### src/hdl/crc24q_pkg.sv
// Shared types, constants and the byte-wide CRC-24Q update.
`timescale 1ns / 1ps
`default_nettype none
package crc24q_pkg;

  // Generator with its x^24 term, MSB-first register
  localparam logic [24:0] CRC_POLY = 25'h1864CFB;

  // Mode register codes; the spare code behaves as hash
  localparam logic [1:0] MODE_HASH  = 2'd0;
  localparam logic [1:0] MODE_SIGN  = 2'd1;
  localparam logic [1:0] MODE_CHECK = 2'd2;

  typedef enum logic [1:0] {
    KIND_HASH,
    KIND_SIGN,
    KIND_CHECK
  } kind_t;

  // One frame-end result handed from the fold stage to the output stage
  typedef struct packed {
    kind_t       kind;
    logic        pass;
    logic [23:0] crc;
  } frame_res_t;

  // Fold one byte into the CRC, eight shift-and-reduce steps
  function automatic logic [23:0] crc_byte(input logic [23:0] crc, input logic [7:0] b);
    logic [24:0] c;
    c = {1'b0, crc ^ {b, 16'h0000}};
    for (int k = 0; k < 8; k++) begin
      c = {c[23:0], 1'b0};
      if (c[24]) begin
        c = c ^ CRC_POLY;
      end
    end
    return c[23:0];
  endfunction

endpackage
`default_nettype wire

### src/hdl/crc24q_fold.sv
// Running CRC state and the frame-end result for each accepted word.
`timescale 1ns / 1ps
`default_nettype none
module crc24q_fold (
  input  wire logic                  clk,
  input  wire logic                  rst_n,
  input  wire logic [1:0]            mode,
  input  wire logic                  acc,
  input  wire logic [7:0]            data_byte,
  input  wire logic                  last,
  output crc24q_pkg::frame_res_t     res
);

  // full: CRC of every byte so far; lag: CRC of all but the newest two
  logic [23:0] full_crc_r, full_crc_nxt;
  logic [23:0] lag_crc_r, lag_crc_nxt;
  logic [7:0]  older_r, older_nxt;
  logic [7:0]  newer_r, newer_nxt;
  logic [1:0]  held_r, held_nxt;   // saturates at two
  logic [23:0] full_upd;
  logic [23:0] lag_upd;

  assign full_upd = crc24q_pkg::crc_byte(full_crc_r, data_byte);
  assign lag_upd  = crc24q_pkg::crc_byte(lag_crc_r, older_r);

  always_comb begin
    full_crc_nxt = full_crc_r;
    lag_crc_nxt  = lag_crc_r;
    older_nxt    = older_r;
    newer_nxt    = newer_r;
    held_nxt     = held_r;
    if (acc) begin
      if (last) begin
        full_crc_nxt = '0;
        lag_crc_nxt  = '0;
        older_nxt    = '0;
        newer_nxt    = '0;
        held_nxt     = '0;
      end else begin
        full_crc_nxt = full_upd;
        older_nxt    = newer_r;
        newer_nxt    = data_byte;
        if (held_r == 2'd2) begin
          lag_crc_nxt = lag_upd;
        end else begin
          held_nxt = held_r + 2'd1;
        end
      end
    end
  end

  always_comb begin
    res.kind = crc24q_pkg::KIND_HASH;
    res.pass = 1'b0;
    res.crc  = full_upd;
    case (mode)
      crc24q_pkg::MODE_SIGN: begin
        res.kind = crc24q_pkg::KIND_SIGN;
      end
      crc24q_pkg::MODE_CHECK: begin
        res.kind = crc24q_pkg::KIND_CHECK;
        if (held_r == 2'd2) begin
          res.crc  = lag_crc_r;
          res.pass = (older_r == lag_crc_r[23:16]) && (newer_r == lag_crc_r[15:8]) &&
                     (data_byte == lag_crc_r[7:0]);
        end else begin
          // too short to hold a trailer
          res.crc = '0;
        end
      end
      default: begin
        res.kind = crc24q_pkg::KIND_HASH;
      end
    endcase
  end

  always_ff @(posedge clk) begin
    if (!rst_n) begin
      full_crc_r <= '0;
      lag_crc_r  <= '0;
      older_r    <= '0;
      newer_r    <= '0;
      held_r     <= '0;
    end else begin
      full_crc_r <= full_crc_nxt;
      lag_crc_r  <= lag_crc_nxt;
      older_r    <= older_nxt;
      newer_r    <= newer_nxt;
      held_r     <= held_nxt;
    end
  end

endmodule
`default_nettype wire

### src/hdl/crc24q_out.sv
// Result holding register and output beat sequencer.
`timescale 1ns / 1ps
`default_nettype none
module crc24q_out (
  input  wire logic                  clk,
  input  wire logic                  rst_n,
  input  wire logic                  res_load,
  input  wire crc24q_pkg::frame_res_t res,
  output logic                       room,
  output logic                       out_tvalid,
  input  wire logic                  out_tready,
  output logic [39:0]                out_tdata,
  output logic                       out_tlast
);

  logic                   pend_valid_r, pend_valid_nxt;
  crc24q_pkg::frame_res_t pend_r, pend_nxt;
  logic                   out_valid_r, out_valid_nxt;
  crc24q_pkg::frame_res_t rec_r, rec_nxt;
  logic [1:0]             beat_r, beat_nxt;
  logic                   out_eor;
  logic                   out_load;
  logic                   pend_take;
  logic [7:0]             sig;

  assign out_eor   = (rec_r.kind != crc24q_pkg::KIND_SIGN) || (beat_r == 2'd2);
  assign out_load  = !out_valid_r || (out_tready && out_eor);
  assign pend_take = pend_valid_r && out_load;
  assign room      = !pend_valid_r || out_load;

  always_comb begin
    pend_valid_nxt = (pend_valid_r && !pend_take) || res_load;
    pend_nxt       = res_load ? res : pend_r;
    out_valid_nxt  = out_valid_r;
    rec_nxt        = rec_r;
    beat_nxt       = beat_r;
    if (out_load) begin
      out_valid_nxt = pend_valid_r;
      rec_nxt       = pend_r;
      beat_nxt      = '0;
    end else if (out_valid_r && out_tready) begin
      beat_nxt = beat_r + 2'd1;
    end
  end

  always_comb begin
    sig = '0;
    if (rec_r.kind == crc24q_pkg::KIND_SIGN) begin
      case (beat_r)
        2'd0:    sig = rec_r.crc[23:16];
        2'd1:    sig = rec_r.crc[15:8];
        default: sig = rec_r.crc[7:0];
      endcase
    end
  end

  assign out_tvalid = out_valid_r;
  assign out_tlast  = out_eor;
  assign out_tdata  = {7'd0, rec_r.pass, sig, rec_r.crc};

  always_ff @(posedge clk) begin
    if (!rst_n) begin
      pend_valid_r <= 1'b0;
      out_valid_r  <= 1'b0;
      beat_r       <= '0;
    end else begin
      pend_valid_r <= pend_valid_nxt;
      out_valid_r  <= out_valid_nxt;
      beat_r       <= beat_nxt;
    end
  end

  always_ff @(posedge clk) begin
    pend_r <= pend_nxt;
    rec_r  <= rec_nxt;
  end

endmodule
`default_nettype wire

### src/hdl/crc24q_frame_engine.sv
// CRC-24Q frame engine: top level.
//
// Input stream (in_*): one frame byte per word, in_tlast on the final byte.
// Each byte updates the running CRC-24Q (generator 0x1864CFB, zero seed,
// MSB first, no final xor) in the cycle it is accepted.
// Result stream (out_*): words only at frame ends. cfg_wdata selects what a
// frame end gives: hash (one word, the CRC), sign (three words carrying the
// CRC bytes high, mid, low) or check (one word, pass flag set when the last
// three bytes equal the CRC of the bytes before them). out_tlast marks the
// final result word of a frame.
// Throughput: one byte per cycle while the receiver keeps up. A sign frame
// end keeps the output busy for its three words; a one-entry holding
// register lets bytes keep flowing meanwhile, so only a run of short sign
// frames paces the input down to the pace of the sign words.
// Result path: the final byte's result is registered in the holding
// register, then in the output register, where its first word is valid.
// Stall: with out_tready low the result word holds; in_tready drops only
// once a second frame end is already waiting in the holding register.
// Reset: rst_n low clears the frame state, drops both valids, mode to hash.
`timescale 1ns / 1ps
`default_nettype none
module crc24q_frame_engine (
  input  wire logic        clk,
  input  wire logic        rst_n,
  input  wire logic        cfg_wen,
  input  wire logic [1:0]  cfg_wdata,   // mode
  input  wire logic        in_tvalid,
  output logic             in_tready,
  input  wire logic [7:0]  in_tdata,    // [7:0] data_byte
  input  wire logic        in_tlast,    // last
  output logic             out_tvalid,
  input  wire logic        out_tready,
  output logic [39:0]      out_tdata,   // [23:0] crc_value, [31:24] sig_byte,
                                        // [32] check_pass, [39:33] zero
  output logic             out_tlast    // end_of_run
);

  logic [1:0]             mode_r, mode_nxt;
  logic                   in_acc;
  logic                   room;
  crc24q_pkg::frame_res_t res;

  // mode is sampled only at frame ends
  assign mode_nxt = cfg_wen ? cfg_wdata : mode_r;

  always_ff @(posedge clk) begin
    if (!rst_n) begin
      mode_r <= crc24q_pkg::MODE_HASH;
    end else begin
      mode_r <= mode_nxt;
    end
  end

  // take a word whenever the holding register can absorb a frame end
  assign in_tready = room;
  assign in_acc    = in_tvalid && room;

  crc24q_fold u_fold (
    .clk       (clk),
    .rst_n     (rst_n),
    .mode      (mode_r),
    .acc       (in_acc),
    .data_byte (in_tdata),
    .last      (in_tlast),
    .res       (res)
  );

  crc24q_out u_out (
    .clk        (clk),
    .rst_n      (rst_n),
    .res_load   (in_acc && in_tlast),
    .res        (res),
    .room       (room),
    .out_tvalid (out_tvalid),
    .out_tready (out_tready),
    .out_tdata  (out_tdata),
    .out_tlast  (out_tlast)
  );

endmodule
`default_nettype wire

### config.mk
export PLATFORM = sky130hd
export DESIGN_NAME = crc24q_frame_engine
export DESIGN_NICKNAME = d
export VERILOG_FILES = /design/src/hdl/crc24q_pkg.sv /design/src/hdl/crc24q_fold.sv /design/src/hdl/crc24q_out.sv /design/src/hdl/crc24q_frame_engine.sv
export SDC_FILE = /design/constraint.sdc
export NUM_CORES = 1
export LEC_CHECK = 0
export BUFFER_PORTS_ARGS = -buffer_cell sky130_fd_sc_hd__buf_4
export CORE_MARGIN = 1.5
export CORE_UTILIZATION = 54
export CTS_CLUSTER_SIZE = 30
export DETAILED_ROUTE_END_ITERATION = 8
export PLACE_DENSITY = 0.76
export SETUP_SLACK_MARGIN = 0.4
export SLEW_MARGIN = 20
export SYNTH_ARGS = -nofsm -noshare
export SYNTH_HDL_FRONTEND = slang
export SYNTH_SLANG_ARGS = --single-unit
### constraint.sdc
create_clock -name clk -period 2.31 [get_ports clk]
set_input_delay 0.3465 -clock clk [delete_from_list [all_inputs] [get_ports clk]]
set_output_delay 0.3465 -clock clk [all_outputs]
set_load 0.02 [all_outputs]
==> results.md <==
- The combinational family with the most area after synthesis is XOR/XNOR gates.
- The simple-gate portion of the synthesized area is 12.0%.
- The final number of max-transition violations is 0.
- Leaving out fill and tap cells, the most frequent cell in the layout is buf_4.
- Across the whole layout, storage elements account for roughly 3100 sq um.
- The mean instance size in the synthesized netlist is 10.5 sq um.
- The buffers plus inverters on the worst setup path is 4.
- The area inside the core boundary is 11600 sq um.
- The arrival time of data at the critical path endpoint is between 1500 and 2000 ps.
- The multi-input combinational cells in the finished layout cover a total of between 3000 and 4000 sq um.
- The critical-path cell with the highest stage delay is dfxtp_4.
- The synthesized design contains 54 enable-type register cells.
- For this run, design rule violations remaining after detail routing come to 0.
- The post-route netlist has roughly a third of its cells at a drive strength greater than 1.
- The post-synthesis async set-or-reset flop share is 0%.
- After detailed placement, the design holds a cell count of about 790.
- The worst setup path is launched from a flop.
- Headroom to the max-slew limit came out at between 50% and 60%.
- The flow ran to the end, and the final reports show no timing, DRC or antenna violations.
- The Yosys step of the flow raised 0 warnings.
- The top cell types in the final layout, fill and taps aside, are buf_4 (102), xnor2_1 (59), dfxtp_1 (59), edfxtp_1 (54), nand2_1 (52).
- The detailed router finished its first iteration with 394 violations.
- The minimum period implied by the final worst setup slack is roughly 2000 ps.
- The count of max-cap constraint violations is 0.
- The library cell occupying the most area in the post-synthesis netlist is edfxtp_1.
- The share of cell area taken by muxes after synthesis is 0.805%.
- The mean routed wirelength per cell is about 21 um.
- The largest fanout on the critical path is 5.
- The maximum number of buffers from clock root to sink is 2.
- The first global-routing pass estimated ~27000 um of wire.
- The clock tree from TritonCTS is done.
- Combinational logic burns between 30 and 40% of the power.
- The die is roughly 110 um tall.
- Among all flip-flop cells after synthesis, the most frequent one is dfxtp_1.
- The post-layout total power is about 0.0092 W.
- The synthesized netlist devotes 10.4% of its cell area to compound gates.
- The repair_antennas step left the layout with diodes totalling 0.
- The setup slack on the worst flop-to-flop path is ~340 ps.
- At the later pin of the worst-skew pair, clock insertion delay measures between 400 and 500 ps.
- The count of different cell masters after synthesis is a little over 40.
- The combined global-route utilization of all metal layers is roughly 29%.
- The most critical setup path has its startpoint at u_out.beat_r[0]$_SDFFE_PP0P_.
- For the final database, setup skew stands at between 10 and 15 ps.
- Sorting the synthesized cells by area gives the leading types as edfxtp_1 (25%), dfxtp_1 (22%), xnor2_1 (9.9%).
- The kind of critical path is reg -> out.
- The boundary pin count is roughly 60.
- The cell row count is 39.
- Counting flops and latches in the post-synthesis netlist gives 126.
- The width of the die is approximately 110 um.
- The internal portion of the total power is about 0.0062 W.
- The net count reported at finish is between 700 and 800.
- The cell area after technology mapping is around 6500 sq um.
- The sequential fraction of design power is between 30% and 40%.
- The growth of design area from synthesis to finish is 29.9%.
- The first detailed-routing pass ran for 5 iterations.
- Routability-driven placement finished with a final weighted congestion of around 0.93.
- The maximum level of the CTS H-tree is 4.
- STA classifies the critical path endpoint as an output port.
- The final layout contains routed wiring with a total length of ~18000 um.
- The biggest cell delay along the critical path is 370 ps.
- For this design the static power due to leakage is about 3.2 nW.
- The initial antenna violation count is 0.
- The clock root buffer is clkbuf_16.
- The final antenna-violating net count is 0.
- The net switching power of the design is slightly below 0.003 W.
- The total number of vias is around 5.0k.
- In the routed layout, each cell is associated on average with a via count of ~5.8.
- The number of instances in the synthesized netlist is a little over 600.
- STA puts the critical path data required time at around 2000 ps.
- Summed over its instances, the top area cell type makes up 24.8% of the synthesized netlist area.
- In this run the critical register-to-register path is launched from u_fold.older_r[7]$_SDFFE_PN0P_.
- Net switching is a little under a third of the power.
- The worst min-delay path startpoint is cfg_wdata[1].
- For this run, the register share of the synthesized area comes to a little under half.
- The floorplan die area is about 13000 sq um.
- The path class of the lowest-slack min-delay path is in -> reg.
- The number of failing hold endpoints at the final stage came to 0.
- The clock-pin slew on the worst setup and hold paths is approximately 60 ps.
- Walking the worst path, the cells encountered are inv_4 -> ha_4 -> nor2_4 -> inv_2 -> a21oi_4 -> inv_4 -> buf_6.
- The number of global-route vias before repair is about 4.9k.
- The number of input and output port buffers inserted is 51.
- The accumulated negative setup slack is 0 ps.
- The remaining global-route overflow is 0.
- Detailed placement finished with a half-perimeter wire length of between 10000 and 15000 um.
- Across the VDD grid, the largest voltage drop is around 0.6 mV.
- The post-synthesis share of cell area spent on xor and xnor gates is ~22%.
- For this design, the sink count on the clock tree is between 100 and 150.
- The clock network burns ~30% of the power.
- Setup repair after global routing could not meet its margin everywhere.
- The maximum number of pins on one net before global-route repair is 47.
- The adder-cell area share of the yosys netlist is 0.958%.
- The critical path's most frequent cell is inv_4.
- TritonCTS created 17 clock buffers.
- The final cycle utilization of the critical path is between 80% and 90%.
- The count of hold buffers inserted by post-cts repair is 0.
- Once layout is complete, the cells apart from fillers number 854.
- For the pin with the worst max-slew slack, the measured transition is around 620 ps.
- The filler cells instantiated in the layout total slightly below 800.
- The power density over the cells is between 1000 and 1500 nW/um^2.
- The initial core utilization is a little under three fifths.
- The number of failing setup endpoints in the final timing report is 0.
- Based on the critical path, the design can be clocked at up to about 0.51 GHz.
- The largest delay contributor family on the critical path is flip-flops.
kinds of logic after synthesis:
family	count (synthesis)
AOI/OAI and AO/OA	114
adders and majority gates	5
muxes	5
other	1
DFF	126
buffers and inverters	81
and+or+nand+nor	162
xor gates and xnor gates	127
final timing paths:
kind | cells after the start | end
setup reg to reg | 8 | u_fold.lag_crc_r[17]$_SDFFE_PN0P_
hold / removal | 3 | mode_r[1]$_SDFFE_PN0P_
hold reg to reg | 0 | u_out.out_tdata[4]$_DFFE_PP_
setup / recovery | 7 | in_tready
per-stage QoR:
stage / hold slack (ps) / instance area (sq um) / setup WS (ps) / utilization (%)
after global routing: 204 / 8480 / 268 / 73.0
after global placement: 401 / 7130 / 159 / 61.4
after detailed placement: 405 / 7130 / 116 / 61.4
after floorplan: 400 / 6670 / 326 / -
final: 167 / 8480 / 337 / 73.0
after CTS: 164 / 8030 / 309 / 69.2
registers in the layout, summed over array words and instances, names as in the netlist:
name                cells
u_fold.older_r          8
u_out.out_tdata        25
u_fold.held_r           2
u_fold.full_crc_r      24
u_out.rec_r             2
u_out.pend_r           27
u_out.beat_r            2
u_fold.lag_crc_r       24
mode_r                  2
u_fold.newer_r          8
u_out.out_tvalid        1
u_out.pend_valid_r      1
synth_stat cells (all sizes together) (16+ instances only):
cell and n:
o21ai 36, nand2 62, a21oi 44, a22oi 20
nand3b 16, dfxtp 72, edfxtp 54, clkbuf 22
buf 42, inv 17, xnor2 84, nor2 26
nand3 23, xnor3 16, xor2 26
power groups by stage:
stage               Sequential (W)  Clock (W)  Combinational, W
global route               0.00324    0.00283           0.00346
CTS                        0.00317    0.00273           0.00292
detailed placement         0.00318          0           0.00280
finish                     0.00321    0.00272           0.00325
floorplan                  0.00308          0           0.00220
global placement           0.00316          0           0.00276
metal layers:
metal | vias up | part of all wire [%] | track usage (%)
li1 | 2267 | - | -
met4 | 0 | 3.6 | 14.4
met2 | 267 | 49 | 47.0
met5 | - | 0 | 0
met1 | 2378 | 40 | 36.8
met3 | 49 | 7.8 | 4.98
cell type report:
type,count,area share (%)
Timing Repair inverter,1,0.0885
Clock buffer,19,5.10
Clock inverter,13,1.95
Sequential cell,126,36.4
Inverter,17,0.841
Multi-Input combinational cell,420,42.4
Timing Repair Buffer,115,11.1
Tap cell,143,2.11
worst reg2reg max path, cell delays in order (launching register included):
cell and delay [ps]:
dfxtp_2 350, xnor2_4 160, ha_4 270, xnor3_2 290, xnor2_2 170, xnor2_1 120
buf_4 160, xnor2_2 120, a32o_1 210
timing repair:
item	4_1_cts	5_1_grt
pin swaps	27	29
endpoints found under the setup margin	76	101
cloned	1	0
resized for setup	39	75
buffers inserted	18	14
No activity file was read; power rests on OpenSTA's default activity.
